<file path="config.mk">
export PLATFORM = sky130hd
export DESIGN_NAME = internet_checksum_tcp_ip_flat
export DESIGN_NICKNAME = d
export VERILOG_FILES = /design/src/rtl/core/ict_pkg.sv /design/src/rtl/core/ict_in_if.sv /design/src/rtl/core/ict_out_if.sv /design/src/rtl/core/internet_checksum_tcp_ip.sv /design/src/rtl/core/ict_front.sv /design/src/rtl/core/ict_fifo.sv /design/src/rtl/core/ict_back.sv /design/src/flat_wrapper.sv
export SDC_FILE = /design/constraint.sdc
export NUM_CORES = 1
export LEC_CHECK = 0
export BUFFER_PORTS_ARGS = -buffer_cell sky130_fd_sc_hd__clkbuf_2
export CAP_MARGIN = 10
export CORE_UTILIZATION = 50
export CTS_CLUSTER_SIZE = 28
export DETAILED_ROUTE_END_ITERATION = 7
export PLACE_DENSITY = 0.66
export SLEW_MARGIN = 20
export SYNTH_ARGS = -nofsm -noshare
export SYNTH_HDL_FRONTEND = slang
export SYNTH_HIERARCHICAL = 1
export SYNTH_SLANG_ARGS = --single-unit
</file>
<file path="constraint.sdc">
create_clock -name clk -period 17.65 [get_ports clk]
set_input_delay 2.6475 -clock clk [delete_from_list [all_inputs] [get_ports clk]]
set_output_delay 2.6475 -clock clk [all_outputs]
set_load 0.05 [all_outputs]
</file>
<file path="src/rtl/core/ict_pkg.sv">
`timescale 1ns / 1ps

package ict_pkg;

	// mode codes on the func field
	localparam logic [1:0] FUNC_IPV4_HDR   = 2'd0;
	localparam logic [1:0] FUNC_TCP_V4     = 2'd1;
	localparam logic [1:0] FUNC_TCP_V6     = 2'd2;
	// bit 1 selects IPv6, so this code also runs TCP over IPv6
	localparam logic [1:0] FUNC_TCP_V6_ALT = 2'd3;

	// skipped checksum-field byte offsets and TCP minimum length
	localparam logic [31:0] IP_SKIP   = 32'd10;
	localparam logic [31:0] TCP_SKIP  = 32'd16;
	localparam logic [31:0] MIN_TCP   = 32'd18;
	localparam logic [15:0] PROTO_TCP = 16'd6;

	// front-to-back queue
	localparam int unsigned FIFO_DEPTH = 4;
	localparam int unsigned FIFO_AW    = $clog2(FIFO_DEPTH);

	typedef struct packed {
		logic [15:0] word;   // word completed by this byte
		logic        add;    // word is valid
		logic        last;
		logic        tcp;
		logic        v6;
		logic        pad_a;  // held address byte pads on last
		logic        pad_b;  // odd segment byte pads on last
		logic [7:0]  held;   // byte used for padding
		logic [31:0] cnt;    // segment byte count at this byte
	} ict_entry_t;

	// 16-bit ones'-complement add with end-around carry
	function automatic logic [15:0] oc_add(input logic [15:0] a, input logic [15:0] b);
		logic [16:0] s;
		s = {1'b0, a} + {1'b0, b};
		return s[15:0] + {15'd0, s[16]};
	endfunction

endpackage

</file>
<file path="src/rtl/core/ict_in_if.sv">
`timescale 1ns / 1ps

interface ict_in_if;
	logic       valid;
	logic       ready;
	logic [1:0] func;
	logic       is_address;
	logic [7:0] data_byte;
	logic       last;

	modport source (output valid, output func, output is_address, output data_byte,
		output last, input ready);
	modport sink (input valid, input func, input is_address, input data_byte,
		input last, output ready);
endinterface

</file>
<file path="src/rtl/core/ict_out_if.sv">
`timescale 1ns / 1ps

interface ict_out_if;
	logic        valid;
	logic        ready;
	logic [15:0] checksum;
	logic        too_short;

	modport source (output valid, output checksum, output too_short, input ready);
	modport sink (input valid, input checksum, input too_short, output ready);
endinterface

</file>
<file path="src/rtl/core/internet_checksum_tcp_ip.sv">
`timescale 1ns / 1ps

// Byte-serial Internet checksum: IPv4 header, TCP over IPv4, TCP over IPv6.
// pkt: one request per byte (func, is_address, data_byte, last), valid/ready.
//   For TCP, stream source/destination address bytes (is_address=1) first,
//   then the segment; checksum bytes of header/segment are skipped here.
// res: one request per packet (checksum, too_short), issued for the byte
//   marked last. TCP segments under 18 bytes return checksum 0, too_short 1.
// Throughput: one byte per cycle sustained while res is not stalled; the running
//   sum is a single 16-bit end-around add per byte in the back end.
// After the edge that takes the last byte, the result passes the queue, the
//   packet-sum stage, pad stage, pseudo-header stage and output register.
// A 4-entry queue parts the byte classifier from the summing pipeline.
// When res is stalled the back pipeline holds; pkt keeps taking bytes until
//   the queue fills, then ready drops.
// Reset clears the running sum, byte count, queue and pipeline valids; no
//   results are pending after reset and pkt is ready at once.
module internet_checksum_tcp_ip (
	input  logic      clk,
	input  logic      arst_n,
	ict_in_if.sink    pkt,
	ict_out_if.source res
);

	// front to queue
	logic                push_valid;
	logic                push_ready;
	ict_pkg::ict_entry_t push_entry;
	// queue to back
	logic                pop_valid;
	logic                pop_ready;
	ict_pkg::ict_entry_t pop_entry;

	// pairs bytes into words, tracks segment count and tail padding
	ict_front u_front (
		.clk        (clk),
		.arst_n     (arst_n),
		.pkt        (pkt),
		.push_valid (push_valid),
		.push_ready (push_ready),
		.push_entry (push_entry)
	);

	ict_fifo u_fifo (
		.clk        (clk),
		.arst_n     (arst_n),
		.push_valid (push_valid),
		.push_ready (push_ready),
		.push_entry (push_entry),
		.pop_valid  (pop_valid),
		.pop_ready  (pop_ready),
		.pop_entry  (pop_entry)
	);

	// accumulates words, then adds pads and pseudo-header and complements
	ict_back u_back (
		.clk       (clk),
		.arst_n    (arst_n),
		.pop_valid (pop_valid),
		.pop_ready (pop_ready),
		.pop_entry (pop_entry),
		.res       (res)
	);

endmodule

</file>
<file path="src/rtl/core/ict_front.sv">
`timescale 1ns / 1ps

module ict_front (
	input  logic                clk,
	input  logic                arst_n,
	ict_in_if.sink              pkt,
	output logic                push_valid,
	input  logic                push_ready,
	output ict_pkg::ict_entry_t push_entry
);

	logic [7:0]  held_q;
	logic [31:0] cnt_q;
	logic        aodd_q;

	logic [7:0]  held_n;
	logic [31:0] cnt_n;
	logic        aodd_n;
	logic        tcp;
	logic        v6;
	logic [31:0] base;
	logic        seg_skip;
	logic        tail_skip;
	logic [15:0] word;
	logic        add;
	logic        acc;

	assign pkt.ready  = push_ready;
	assign push_valid = pkt.valid;
	assign acc        = pkt.valid && push_ready;

	always_comb begin
		tcp      = pkt.func != ict_pkg::FUNC_IPV4_HDR;
		v6       = pkt.func[1];
		base     = tcp ? ict_pkg::TCP_SKIP : ict_pkg::IP_SKIP;
		seg_skip = (cnt_q == base) || (cnt_q == base + 32'd1);
		held_n   = held_q;
		cnt_n    = cnt_q;
		aodd_n   = aodd_q;
		word     = 16'd0;
		add      = 1'b0;
		if (pkt.is_address) begin
			// address bytes only count toward the TCP pseudo-header
			if (tcp) begin
				if (!aodd_q) begin
					held_n = pkt.data_byte;
					aodd_n = 1'b1;
				end else begin
					word   = {held_q, pkt.data_byte};
					add    = 1'b1;
					aodd_n = 1'b0;
				end
			end
		end else begin
			aodd_n = 1'b0;  // a dangling address byte is dropped
			if (!seg_skip) begin
				if (!cnt_q[0]) begin
					held_n = pkt.data_byte;
				end else begin
					word = {held_q, pkt.data_byte};
					add  = 1'b1;
				end
			end
			cnt_n = cnt_q + 32'd1;
		end
		tail_skip = (cnt_n == base + 32'd1) || (cnt_n == base + 32'd2);

		push_entry.word  = word;
		push_entry.add   = add;
		push_entry.last  = pkt.last;
		push_entry.tcp   = tcp;
		push_entry.v6    = v6;
		push_entry.pad_a = aodd_n;
		push_entry.pad_b = cnt_n[0] && !tail_skip;
		push_entry.held  = held_n;
		push_entry.cnt   = cnt_n;
	end

	always_ff @(posedge clk or negedge arst_n) begin
		if (!arst_n) begin
			held_q <= '0;
			cnt_q  <= '0;
			aodd_q <= 1'b0;
		end else if (acc) begin
			if (pkt.last) begin
				held_q <= '0;
				cnt_q  <= '0;
				aodd_q <= 1'b0;
			end else begin
				held_q <= held_n;
				cnt_q  <= cnt_n;
				aodd_q <= aodd_n;
			end
		end
	end

endmodule

</file>
<file path="src/rtl/core/ict_fifo.sv">
`timescale 1ns / 1ps

module ict_fifo (
	input  logic                clk,
	input  logic                arst_n,
	input  logic                push_valid,
	output logic                push_ready,
	input  ict_pkg::ict_entry_t push_entry,
	output logic                pop_valid,
	input  logic                pop_ready,
	output ict_pkg::ict_entry_t pop_entry
);

	ict_pkg::ict_entry_t mem [ict_pkg::FIFO_DEPTH];

	logic [ict_pkg::FIFO_AW-1:0] wr_q;
	logic [ict_pkg::FIFO_AW-1:0] rd_q;
	logic [ict_pkg::FIFO_AW:0]   cnt_q;
	logic                        push;
	logic                        pop;

	assign push_ready = cnt_q != (ict_pkg::FIFO_AW + 1)'(ict_pkg::FIFO_DEPTH);
	assign pop_valid  = cnt_q != '0;
	assign pop_entry  = mem[rd_q];
	assign push       = push_valid && push_ready;
	assign pop        = pop_valid && pop_ready;

	always_ff @(posedge clk) begin
		if (push) begin
			mem[wr_q] <= push_entry;
		end
	end

	always_ff @(posedge clk or negedge arst_n) begin
		if (!arst_n) begin
			wr_q  <= '0;
			rd_q  <= '0;
			cnt_q <= '0;
		end else begin
			if (push) begin
				wr_q <= wr_q + 1'b1;
			end
			if (pop) begin
				rd_q <= rd_q + 1'b1;
			end
			if (push && !pop) begin
				cnt_q <= cnt_q + 1'b1;
			end else if (pop && !push) begin
				cnt_q <= cnt_q - 1'b1;
			end
		end
	end

endmodule

</file>
<file path="src/rtl/core/ict_back.sv">
`timescale 1ns / 1ps

module ict_back (
	input  logic                clk,
	input  logic                arst_n,
	input  logic                pop_valid,
	output logic                pop_ready,
	input  ict_pkg::ict_entry_t pop_entry,
	ict_out_if.source           res
);

	logic        adv;
	logic        pop;
	logic [15:0] sum_q;
	logic [15:0] sum_acc;

	// stage 1: finished packet sum and tail info
	logic        vld_s1;
	logic [15:0] sum_s1;
	logic [7:0]  held_s1;
	logic        pad_a_s1;
	logic        pad_b_s1;
	logic        tl_s1;
	logic        v6_s1;
	logic [31:0] cnt_s1;
	logic        short_s1;
	// stage 2: pads added
	logic        vld_s2;
	logic [15:0] sum_s2;
	logic        tl_s2;
	logic        v6_s2;
	logic [31:0] cnt_s2;
	logic        short_s2;
	// stage 3: protocol and low length added
	logic        vld_s3;
	logic [15:0] sum_s3;
	logic        hi_s3;
	logic [15:0] len_hi_s3;
	logic        short_s3;
	// output register
	logic        vld_q;
	logic [15:0] chk_q;
	logic        short_q;

	logic        short_n;
	logic [15:0] pad_w;
	logic [15:0] sum2_n;
	logic [15:0] sum3_n;
	logic [15:0] fin_n;

	assign adv       = !vld_q || res.ready;
	assign pop_ready = adv;
	assign pop       = pop_valid && adv;

	assign res.valid     = vld_q;
	assign res.checksum  = chk_q;
	assign res.too_short = short_q;

	always_comb begin
		sum_acc = ict_pkg::oc_add(sum_q, pop_entry.add ? pop_entry.word : 16'd0);
		short_n = pop_entry.tcp && (pop_entry.cnt < ict_pkg::MIN_TCP);
		pad_w   = {held_s1, 8'd0};
		sum2_n  = ict_pkg::oc_add(ict_pkg::oc_add(sum_s1, pad_a_s1 ? pad_w : 16'd0),
			pad_b_s1 ? pad_w : 16'd0);
		sum3_n  = ict_pkg::oc_add(ict_pkg::oc_add(sum_s2, tl_s2 ? ict_pkg::PROTO_TCP : 16'd0),
			tl_s2 ? cnt_s2[15:0] : 16'd0);
		fin_n   = ict_pkg::oc_add(sum_s3, hi_s3 ? len_hi_s3 : 16'd0);
	end

	always_ff @(posedge clk or negedge arst_n) begin
		if (!arst_n) begin
			sum_q  <= '0;
			vld_s1 <= 1'b0;
			vld_s2 <= 1'b0;
			vld_s3 <= 1'b0;
			vld_q  <= 1'b0;
		end else if (adv) begin
			if (pop) begin
				sum_q <= pop_entry.last ? 16'd0 : sum_acc;
			end
			vld_s1 <= pop && pop_entry.last;
			vld_s2 <= vld_s1;
			vld_s3 <= vld_s2;
			vld_q  <= vld_s3;
		end
	end

	always_ff @(posedge clk) begin
		if (adv) begin
			sum_s1    <= sum_acc;
			held_s1   <= pop_entry.held;
			pad_a_s1  <= pop_entry.pad_a;
			pad_b_s1  <= pop_entry.pad_b;
			tl_s1     <= pop_entry.tcp && !short_n;
			v6_s1     <= pop_entry.v6;
			cnt_s1    <= pop_entry.cnt;
			short_s1  <= short_n;

			sum_s2    <= sum2_n;
			tl_s2     <= tl_s1;
			v6_s2     <= v6_s1;
			cnt_s2    <= cnt_s1;
			short_s2  <= short_s1;

			sum_s3    <= sum3_n;
			hi_s3     <= tl_s2 && v6_s2;
			len_hi_s3 <= cnt_s2[31:16];
			short_s3  <= short_s2;

			chk_q     <= short_s3 ? 16'd0 : ~fin_n;
			short_q   <= short_s3;
		end
	end

endmodule
</file>
<file path="src/flat_wrapper.sv">
// flat-port wrapper written by rule: the top's interface ports become plain ports
module internet_checksum_tcp_ip_flat 
  (clk, arst_n, pkt_valid, pkt_func, pkt_is_address, pkt_data_byte, pkt_last, pkt_ready, res_valid, res_checksum, res_too_short, res_ready);
  ict_in_if pkt_i ();
  ict_out_if res_i ();
  input  logic clk;
  input  logic arst_n;
  input wire logic [$bits(pkt_i.valid)-1:0] pkt_valid;
  input wire logic [$bits(pkt_i.func)-1:0] pkt_func;
  input wire logic [$bits(pkt_i.is_address)-1:0] pkt_is_address;
  input wire logic [$bits(pkt_i.data_byte)-1:0] pkt_data_byte;
  input wire logic [$bits(pkt_i.last)-1:0] pkt_last;
  output wire logic [$bits(pkt_i.ready)-1:0] pkt_ready;
  output wire logic [$bits(res_i.valid)-1:0] res_valid;
  output wire logic [$bits(res_i.checksum)-1:0] res_checksum;
  output wire logic [$bits(res_i.too_short)-1:0] res_too_short;
  input wire logic [$bits(res_i.ready)-1:0] res_ready;
  assign pkt_i.valid = pkt_valid;
  assign pkt_i.func = pkt_func;
  assign pkt_i.is_address = pkt_is_address;
  assign pkt_i.data_byte = pkt_data_byte;
  assign pkt_i.last = pkt_last;
  assign pkt_ready = pkt_i.ready;
  assign res_valid = res_i.valid;
  assign res_checksum = res_i.checksum;
  assign res_too_short = res_i.too_short;
  assign res_i.ready = res_ready;
  internet_checksum_tcp_ip u_core (.clk(clk), .arst_n(arst_n), .pkt(pkt_i), .res(res_i));
endmodule
</file>
# After elaboration in Yosys (flattened, before gate mapping)
# Memory sizes are Yosys's and may differ from the RTL's.
# Index checks and enable logic that the tools add are counted.
# W data, S select, Z words.
[classes]
n_addsub = 19
order_cmp = 1
n_eq_ne = 5
mux = 34
bitwise = 1
n_reduce_logical = 21
[op_table]
columns = ["op", "count"]
rows = [
  ["$mux W16", 11],
  ["$add A16 B1 Y16", 6],
  ["$add A16 B16 Y17", 5],
  ["$eq A32 B6 Y1", 2],
  ["$mux W32", 2],
  ["$mux W8", 6],
  ["$add A32 B1 Y32 const B", 1],
  ["$eq A32 B32 Y1", 1],
  ["$eq A32 B5 Y1", 1],
  ["$lt A32 B5 Y1 const B", 1],
  ["$add A16 B3 Y17", 1],
  ["$not A16 Y16", 1],
  ["$mux W1", 11],
  ["$logic_and A1 B1 Y1", 9],
  ["$mux W3", 3],
  ["$add A5 B1 Y6 const B", 1],
  ["$add A5 B2 Y6 const B", 1],
  ["$logic_not A1 Y1", 5],
  ["$mux W5", 1],
  ["$add A2 B1 Y2 const B", 2],
  ["$reduce_bool A2 Y1", 2],
  ["$add A3 B1 Y3 const B", 1],
  ["$logic_or A1 B1 Y1", 3],
  ["$ne A3 B3 Y1 const B", 1],
  ["other kinds (3)", 3],
]
[totals]
reg_bits = 231
ram_bits = 248
in_bits = 16
wordCells = 112
memories = 1
[memory_table]
columns = ["memory", "depth", "word_bits", "read_ports", "rd_ports_with_merged_regs", "write_ports", "line_no", "text"]
rows = [
  ["u_core.u_fifo.mem", 4, 62, 1, 0, 1, "ict_fifo.sv:14", "ict_pkg::ict_entry_t mem [ict_pkg::FIFO_DEPTH];"],
]

# Logic depth before layout (Yosys ltp)
# Gate-level depths: netlist (run 1).
[depth]
ltp_word = 8
mapped_depth = 33
ltp_nobuf = 32

# By module
# The synthesis (run 1) kept the hierarchy.
[modules_own_cells]
columns = ["mod", "n_inst", "cells_each", "area_each_um2"]
rows = [
  ["ict_back", 1, 959, 10931.7],
  ["ict_fifo", 1, 359, 9431.5],
  ["ict_front", 1, 379, 3230.6],
]

# Worst setup path after synthesis (run 1)
# OpenSTA, ideal clock, no wires.
[synth_path]
path_kind = "input to register"
start = "input res_ready"
end = "register u_core.u_back.sum_q[5]"
setup_time_ns = 0.067
arrival_time_ns = 9.469
t_required_ns = 17.583
path_slack_ns = 8.114
path_stages = 6
n_path_buf = 2
path_cell_list = "nand2b_1 -> clkbuf_1 -> nand2_1 -> nor2_1 -> clkbuf_1 -> a22o_1"
[synth_via]
elab_chain_len = 3
[synth_lines]
columns = ["element", "line_no", "text"]
rows = [
  ["start, declared", "flat_wrapper.sv:17", "input wire logic [$bits(res_i.ready)-1:0] res_ready;"],
  ["$logic_or A1 B1 Y1 *", "ict_back.sv:51", "assign adv = !vld_q || res.ready;"],
  ["net u_core.pop_ready", "internet_checksum_tcp_ip.sv:31", "logic pop_ready;"],
  ["$logic_and A1 B1 Y1", "ict_back.sv:53", "assign pop = pop_valid && adv;"],
  ["$reduce_and A2 Y1 (no source line) *", "-", ""],
  ["end signal, assigned", "ict_back.sv:79", "sum_q <= pop_entry.last ? 16'd0 : sum_acc;"],
  ["end, declared", "ict_back.sv:14", "logic [15:0] sum_q;"],
]
# Mark *: on every way through the listed nets, which the timed path passes. The rest lies on a longest branch.
# A chain may end at the register's enable or synchronous reset.

# Final worst setup path (run 1)
[layout_path]
start = "register u_core.u_back.tl_s2"
end = "register u_core.u_back.sum_s3[15], data pin"
[layout_via]
elab_chain_len = 5
[layout_lines]
columns = ["element", "line_no", "text"]
rows = [
  ["start, declared", "ict_back.sv:30", "logic tl_s2;"],
  ["start signal, assigned", "ict_back.sv:100", "tl_s2 <= tl_s1;"],
  ["$mux W3", "ict_back.sv:65", "sum3_n = ict_pkg::oc_add(ict_pkg::oc_add(sum_s2, tl_s2 ? ict_pkg::PROTO_TCP : 16'd0),"],
  ["$add A16 B3 Y17", "ict_pkg.sv:37", "s = {1'b0, a} + {1'b0, b};"],
  ["$add A16 B1 Y16", "ict_pkg.sv:38", "return s[15:0] + {15'd0, s[16]};"],
  ["$add A16 B16 Y17 *", "ict_pkg.sv:37", ""],
  ["$add A16 B1 Y16 *", "ict_pkg.sv:38", ""],
  ["net u_core.u_back.sum3_n[15]", "ict_back.sv:48", "logic [15:0] sum3_n;"],
  ["end signal, assigned", "ict_back.sv:105", "sum_s3 <= sum3_n;"],
  ["end, declared", "ict_back.sv:36", "logic [15:0] sum_s3;"],
]
# Marks and branches as above.

==> summary.md, run 1 <==
| Metric | Value |
|---|---|
| Number of global-route vias before repair | between 10000 and 15000 |
| Hold/Removal Path Class | reg -> reg |
| Total GRT Usage | 19.3% |
| Critical path endpoint category | flip-flop |
| P&R area growth vs syn | 9.64% |
| Final max-slew violation count | 0 |
| Post-synth top area share | between 50% and 60% |
| CTS sink cnt | roughly 480 |
| Fmax | ~150 MHz |
| GPL Wtd Cong | between 0.9 and 1 |
| Synth Net Count | roughly 1800 |
| Core area | 0.0466 sq mm |
| Setup CP Type | reg -> reg |
| Post-synth cell types | 98 |
| CP startpoint kind | flip-flop |
| Post-DP Area | 0.0242 sq mm |
| Post-CTS sizing | 0 |
| Number of flops mapped to enable cells by yosys | between 400 and 500 |
| Crit path DAT | 6970 ps |
| Port Buffers | 34 |
| Synth area leader | edfxtp_1 |
| Hold Startpoint | u_core/u_back/short_s2 |
| Clock Skew | roughly 20 ps |
| Power density cells | 201 mW/mm^2 |
| Clock root buffer master | clkbuf_16 |
| Max-cap violations | 0 |
| CTS HTree Levels | 2 |
| Post-CTS Hold Fix Bufs | 0 |
| Period utilisation layout | between 30% and 40% |
| Max_slew headroom | approximately 29% |
| Grt ovf | 0 |
| Final Non-Filler Cells | 2374 |
| Routed vias | ~13000 |
| Initial drt markers | 905 |
| Top cells by area, synth | edfxtp_1 (52%), dfrtp_1 (7.2%), mux4_2 (5.5%) |
| Initial antenna violation count | 0 |
| Mapped Area | between 0.02 and 0.025 sq mm |
| Fin crit period | around 6600 ps |
| Layout cells sized above 1 | about 14% |
| Syn Inst Count | approximately 1700 |
| Setup ws final | 11000 ps |
| CTS clk-pin slew, worst paths | roughly 60 ps |
| First-pass DRT Iterations | 5 |
| Clk Latency, worst-skew pair | approximately 590 ps |
| Via density | between 5 and 6 |
| Die Wd | 219 um |
| Worst setup path start | u_core/u_back/tl_s2 |
| Initial Utilization | 50.7% |
| ANT nets after route | 0 |
| CP max FO | 20 |
| Design Area, Final | around 0.026 sq mm |
| Die Y | between 200 and 250 um |
| Predominant post-synthesis flop cell | edfxtp_1 |
| Unrepaired setup endpoints after global routing | no |
| Ports | 35 |
| Final setup violation count | 0 |
| DIE AREA | a little under 0.05 sq mm |
| Post-CTS Setup Repair Bufs | 0 |
| Leak | approximately 9.8 nW |
| #FFs+latches synth | 479 |
| Avg Inst Size Synth | 13.9 sq um |
| Post-DP HPWL | around 30000 um |
| Nets | 1836 |
| Maximum root-to-sink buffer count | 3 |
| Dpl cells | 2283 |
| Setup WS pre-CTS | between 10000 and 15000 ps |
| Slew of the pin with the lowest slew margin | about 1100 ps |
| Async S/R FF share, synth | 14.2% |
| Antenna diodes | 0 |
| # DRC | 0 |
| Status | complete, no violations |
| # rows | 79 |
| Final WL | roughly 44000 um |
| Num CTS Buffers | 49 |
| Final Hold Viols | 0 |
| CTS tree | done |
| Global-route wire length before repair | ~72000 um |
| Worst r2r src | u_core/u_back/tl_s2 |
| Seq/Total Area, Yosys | 59.5% |
| Pin count of the biggest net entering global routing | between 70 and 80 |
| Worst Path Required | about 18000 ps |
| WL/cell | between 15 and 20 um |
| Reg2Reg Setup Slack | approximately 11000 ps |
| Syn. warnings | 6 |
| TNS Setup | 0 ps |
| Peak supply drop | 127 uV |
## through the flow
step           power (mW)  util, %  hold WS, ps
3_3_place_gp         4.13     52.0          402
4_1_cts              5.25     55.6          419
5_1_grt              5.57     55.6          424
6_report             5.20     55.6          418
2_1_floorplan        3.68        -          400
3_5_place_dp         4.18     52.0          405
## logic make-up (layout without fill, tap and decap cells)
logic type | count (synthesis) | in the layout | share of synthesized area (%)
xor gates and xnor gates | 170 | 170 | 6.55
and+or+nand+nor | 493 | 493 | 11.9
muxes | 79 | 79 | 6.78
adders and majority gates | 93 | 93 | 5.15
DFF | 479 | 479 | 59.5
buffers and inverters | 117 | 187 | 2.67
AOI/OAI and AO/OA | 266 | 266 | 7.46
## where the power goes
part           internal (mW)  leakage (nW)  switching [mW]  total [mW]
Combinational          0.921          4.10            1.28        2.20
Sequential              1.74          4.94           0.187        1.93
Clock                  0.639         0.804           0.422        1.06
## sequential cells by signal (all words and copies together) (netlist names), 32 cells and up
| register | count |
|---|---|
| u_core/u_back/cnt_s2 | 32 |
| u_core/u_front/cnt_q | 32 |
| u_core/u_fifo/mem | 248 |
| u_core/u_back/cnt_s1 | 32 |
## synth_stat cells (all sizes together), types with 5 or more instances
| cell | n |
|---|---|
| a31oi | 11 |
| mux2 | 12 |
| and2 | 97 |
| nor2 | 95 |
| or2 | 8 |
| nor2b | 8 |
| xnor2 | 104 |
| or4 | 6 |
| ha | 86 |
| nand2 | 83 |
| dfrtp | 68 |
| o21ai | 77 |
| clkbuf | 30 |
| a21oi | 53 |
| and3 | 18 |
| nor4 | 25 |
| o21bai | 9 |
| mux2i | 5 |
| a21o | 23 |
| and4 | 6 |
| inv | 49 |
| xor2 | 64 |
| fa | 7 |
| nand3 | 37 |
| edfxtp | 411 |
| nand4 | 22 |
| buf | 38 |
| a211oi | 6 |
| a22o | 28 |
| nand3b | 9 |
| mux4 | 62 |
| or3 | 9 |
| o21a | 7 |
| nand2b | 23 |
| nor3 | 28 |
| o31ai | 15 |
## placed cells by master, fill, tap and decap left out, types with 53 or more instances in the layout
cell type | synthesis | layout
o21ai_0 | 71 | 71
nor2_1 | 94 | 94
edfxtp_1 | 411 | 411
dfrtp_1 | 68 | 66
xnor2_1 | 102 | 102
ha_1 | 86 | 86
and2_1 | 95 | 91
nand2_1 | 82 | 82
mux4_2 | 58 | 58
a21oi_1 | 53 | 53
xor2_1 | 62 | 62
## area by class of cell
type	instances	area (sq um)
Clock inverter	29	378
Multi-Input combinational cell	1101	8930
Timing Repair Buffer	47	270
Tap cell	607	759
Inverter	49	184
Fill cell	3768	20700
Sequential cell	479	14000
Clock buffer	62	1290
## layer usage
metal  track usage, %  share of wire, %
met2             31.0                47
met4             4.51               1.7
met1             27.7                47
met3             3.13               4.7
met5                0                 0
## worst max-delay path, stage by stage, from the launching register on
cell	delay, ps
edfxtp_1	600
ha_1	380
a21o_1	120
nand3_1	140
or2_2	390
nor2_1	140
ha_1	180
ha_1	180
and3b_1	210
or4b_2	640
o21ai_0	190
nand2_1	80
xnor2_1	140
ha_1	350
o21a_1	140
o21ai_0	70
a21oi_1	190
o41ai_1	130
nor2b_1	120
o21ai_0	80
nand2b_1	140
ha_1	160
and3_1	210
nand4_2	140
nand3b_4	200
or3_4	390
or4_1	480
xnor3_1	180
## final timing paths
path | endpoint | depth (start not counted)
worst max-delay path | u_core/u_back/sum_s3[15] | 27
worst min-delay path | u_core/u_back/short_s3 | 0
worst max register to register | u_core/u_back/sum_s3[15] | 27
worst min register to register | u_core/u_back/short_s3 | 0
max in group asynchronous | u_core/u_fifo/rd_q[0] | 2
min in group asynchronous | u_core/u_front/cnt_q[7] | 1
Note: power is estimated with default switching activity, not from simulation.
==> inputs of run 2 (changes only) <==
- ABC_AREA: unset -> 1
- PLACE_DENSITY: 0.66 -> 0.68
- clock period: 17.65 -> 5.6 ns (I/O delays scaled with it)
==> run 2 against run 1 <==
  * The flow now finishes with violations (DRC)
  * Global-route usage rose by 1.8 points
  * Register-to-register slack got worse by 11000 ps
  * Sequential share of layout area fell by 5.5 points
  * Utilization rose by 0.50 points
  * Clock power rose to 3.1 times the previous value
==> summary.md, run 2 <==
| Metric | Value |
|---|---|
| Status | complete, but fails checks |
| Failing checks | DRC |
| Hold Startpoint | u_core/u_back/cnt_s2[22] |
| Post-synth top area share | 47.5% |
| Core area | around 0.051 sq mm |
| Reg area | ~0.014 sq mm |
| Fin crit period | roughly 5600 ps |
| Worst Path Required | roughly 5900 ps |
| WL met3 | roughly 2500 um |
| Met1 wire length | around 27000 um |
| CP max FO | 3 |
| Crit path DAT | between 5000 and 6000 ps |
| Predominant post-synthesis flop cell | edfxtp_1 |
| Hold/Removal Path Class | reg -> reg |
| Antenna diodes | 0 |
| Async S/R FF share, synth | roughly 14% |
| Hold Path Sink | u_core/u_back/len_hi_s3[6] |
| Routed vias | approximately 19000 |
| Post-synth cell types | 53 |
| Pin count of the biggest net entering global routing | ~110 |
| Crit-path slowest cell | fa_2 |
| DIE AREA | about 0.053 sq mm |
| Initial antenna violation count | 0 |
| Total power | 18.3 mW |
| CP startpoint kind | flip-flop |
| P&R area growth vs syn | 10.8% |
| Synth Net Count | 2934 |
| CTS clk-pin slew, worst paths | 70 ps |
| Critical path endpoint category | flip-flop |
| Final Hold Viols | 0 |
| Uppermost layer routed | met4 |
| ANT nets after route | 0 |
| Initial drt markers | ~1400 |
| # DRC | 2 |
| Die Wd | about 230 um |
| CP max stage delay | approximately 400 ps |
| Fillers | between 4000 and 5000 |
| Peak supply drop | 394 uV |
| Total GRT Usage | 21.1% |
| Die Y | between 200 and 250 um |
| CP most frequent cell | nand2_1 |
| Fin Hold WS | roughly 410 ps |
| Biggest register | u_core/u_fifo/mem |
| Syn. warnings | 6 |
| Number of global-route vias before repair | 17442 |
| Global-route wire length before repair | around 89000 um |
| Period utilisation layout | about 99% |
| Clock Skew | 21.3 ps |
| Max FFs per register | 248 |
| Leak | 13.1 nW |
| Via density | 5.13 |
| Fmax | around 180 MHz |
| Hold path depth | 0 |
| Max_slew headroom | a little under a third |
| Area occupied by multi-input gates | slightly below 0.01 sq mm |
| Most frequent cells in the layout | nand2_1 (806), inv_1 (485), edfxtp_1 (411) |
| Setup WS pre-CTS | -76.7 ps |
| First-pass DRT Iterations | 8 |
| Reg2Reg Setup Slack | about 44 ps |
| Post-CTS Hold Fix Bufs | 0 |
| CTS sink cnt | approximately 480 |
| Final WL | 55700 um |
| Final max-slew violation count | 0 |
| Unrepaired setup endpoints after global routing | yes |
| Top cells by area, synth | edfxtp_1 (48%), nand2_1 (12%), inv_1 (7.0%) |
| Avg Inst Size Synth | slightly above 9 sq um |
| Slew of the pin with the lowest slew margin | approximately 1000 ps |
| #FFs+latches synth | around 480 |
| Ports | 35 |
| Setup CP Type | reg -> reg |
| Most common cell after layout, fill and taps aside | nand2_1 |
| Grt ovf | 0 |
| Number of flops mapped to enable cells by yosys | 411 |
| Nets | around 3000 |
| Final setup violation count | 0 |
| Max-cap violations | 0 |
| WL/cell | approximately 15 um |
| Syn Inst Count | between 2000 and 3000 |
| WL met2 | roughly 26000 um |
| Design Area, Final | 0.0288 sq mm |
| Post-DP HPWL | between 30000 and 40000 um |
| Seq/Total Area, Yosys | a little over half |
| Layout cells sized above 1 | a little over a tenth |
| Worst r2r src | u_core/u_back/pad_a_s1 |
| # rows | 83 |
| Post-DP Area | 0.0267 sq mm |
| Mapped Area | about 0.026 sq mm |
| Setup ws final | around 44 ps |
| GPL Wtd Cong | about 0.90 |
| CTS tree | done |
| Port Buffers | 34 |
| TNS Setup | 0 ps |
| Post-synth top cells | nand2_1 (810), inv_1 (487), edfxtp_1 (411) |
| Maximum root-to-sink buffer count | 3 |
| Power density cells | around 640 mW/mm^2 |
| Initial Utilization | between 50% and 60% |
| Clk Latency, worst-skew pair | slightly below 600 ps |
| Synth area leader | edfxtp_1 |
| Num CTS Buffers | between 40 and 50 |
| Clock root buffer master | clkbuf_16 |
| Top-count cell post-synth | nand2_1 |
| RR Endpoint | u_core/u_back/sum_s2[12] |
| CTS HTree Levels | 2 |
| Cells on worst reg2reg path | 38 |
run 2: cell count changes in the layout (fill, tap and decap cells not counted), sizes merged, moves of 62 or more:
cell    change
mux4       -62
nand3     +126
nor2      +106
inv       +463
and2       -81
nand2     +749
o211ai    +128
xnor2      -84
run 2: routing by layer:
layer / vias up / GRT usage, %
met2: 428 / 33.9
met3: 71 / 2.83
li1: 9377 / -
met1: 8628 / 30.3
met5: - / 0
met4: 0 / 5.26
run 2: cell type report:
| class | count | area share, % |
|---|---|---|
| flip-flops and latches | 479 | 48.8 |
| multi-input cells | 1764 | 33.9 |
| inverters | 512 | 6.73 |
| clock inverters | 28 | 1.07 |
| well taps | 680 | 2.96 |
| repair buffers | 82 | 1.88 |
| clock buffers | 64 | 4.64 |
run 2: metrics by stage:
| stage | util (%) | instances |
|---|---|---|
| global placement | 52.0 | 3491 |
| finish | 56.1 | 3609 |
| CTS | 55.2 | 3583 |
| floorplan | - | 2825 |
| global route | 56.1 | 3609 |
| detailed placement | 52.0 | 3491 |
run 2: kinds of logic after synthesis:
logic type	share of synthesized area (%)
AND/OR/NAND/NOR	21.9
buffers and inverters	9.29
AO/OA/AOI/OAI	7.07
adder cells (fa/ha/maj)	4.68
XOR/XNOR	2.99
flip-flops	54.1
run 2: how the worst max path moves through the flow:
stage	start	to	slack (ps)
after floorplan	u_core/u_back/pad_a_s1	u_core/u_back/sum_s2[12]	230
after global placement	u_core/u_back/pad_a_s1	u_core/u_back/sum_s2[12]	70
after detailed placement	u_core/u_back/pad_a_s1	u_core/u_back/sum_s2[12]	-80
after CTS	u_core/u_back/pad_a_s1	u_core/u_back/sum_s2[12]	0.1
after global routing	u_core/u_back/pad_a_s1	u_core/u_back/sum_s2[12]	-350
final	u_core/u_back/pad_a_s1	u_core/u_back/sum_s2[12]	40
run 2: repair_timing:
action | in CTS | in global routing
setup buffers | 0 | 26
setup endpoints to repair | 1 | 24
gates resized for setup | 1 | 54
pin swaps | 1 | 35
run 2: power by group:
part | switching (mW) | internal [mW]
Clock | 1.37 | 1.92
Combinational | 6.18 | 2.87
Sequential | 0.455 | 5.49
run 2: worst max-delay path: cells and delay by family, from the launching register on:
family | cells | cell delay, ps
and+or+nand+nor | 21 | 2360
adders and majority gates | 6 | 1490
AOI/OAI and AO/OA | 6 | 760
DFF | 1 | 370
buffers and inverters | 3 | 180
xor gates and xnor gates | 2 | 160
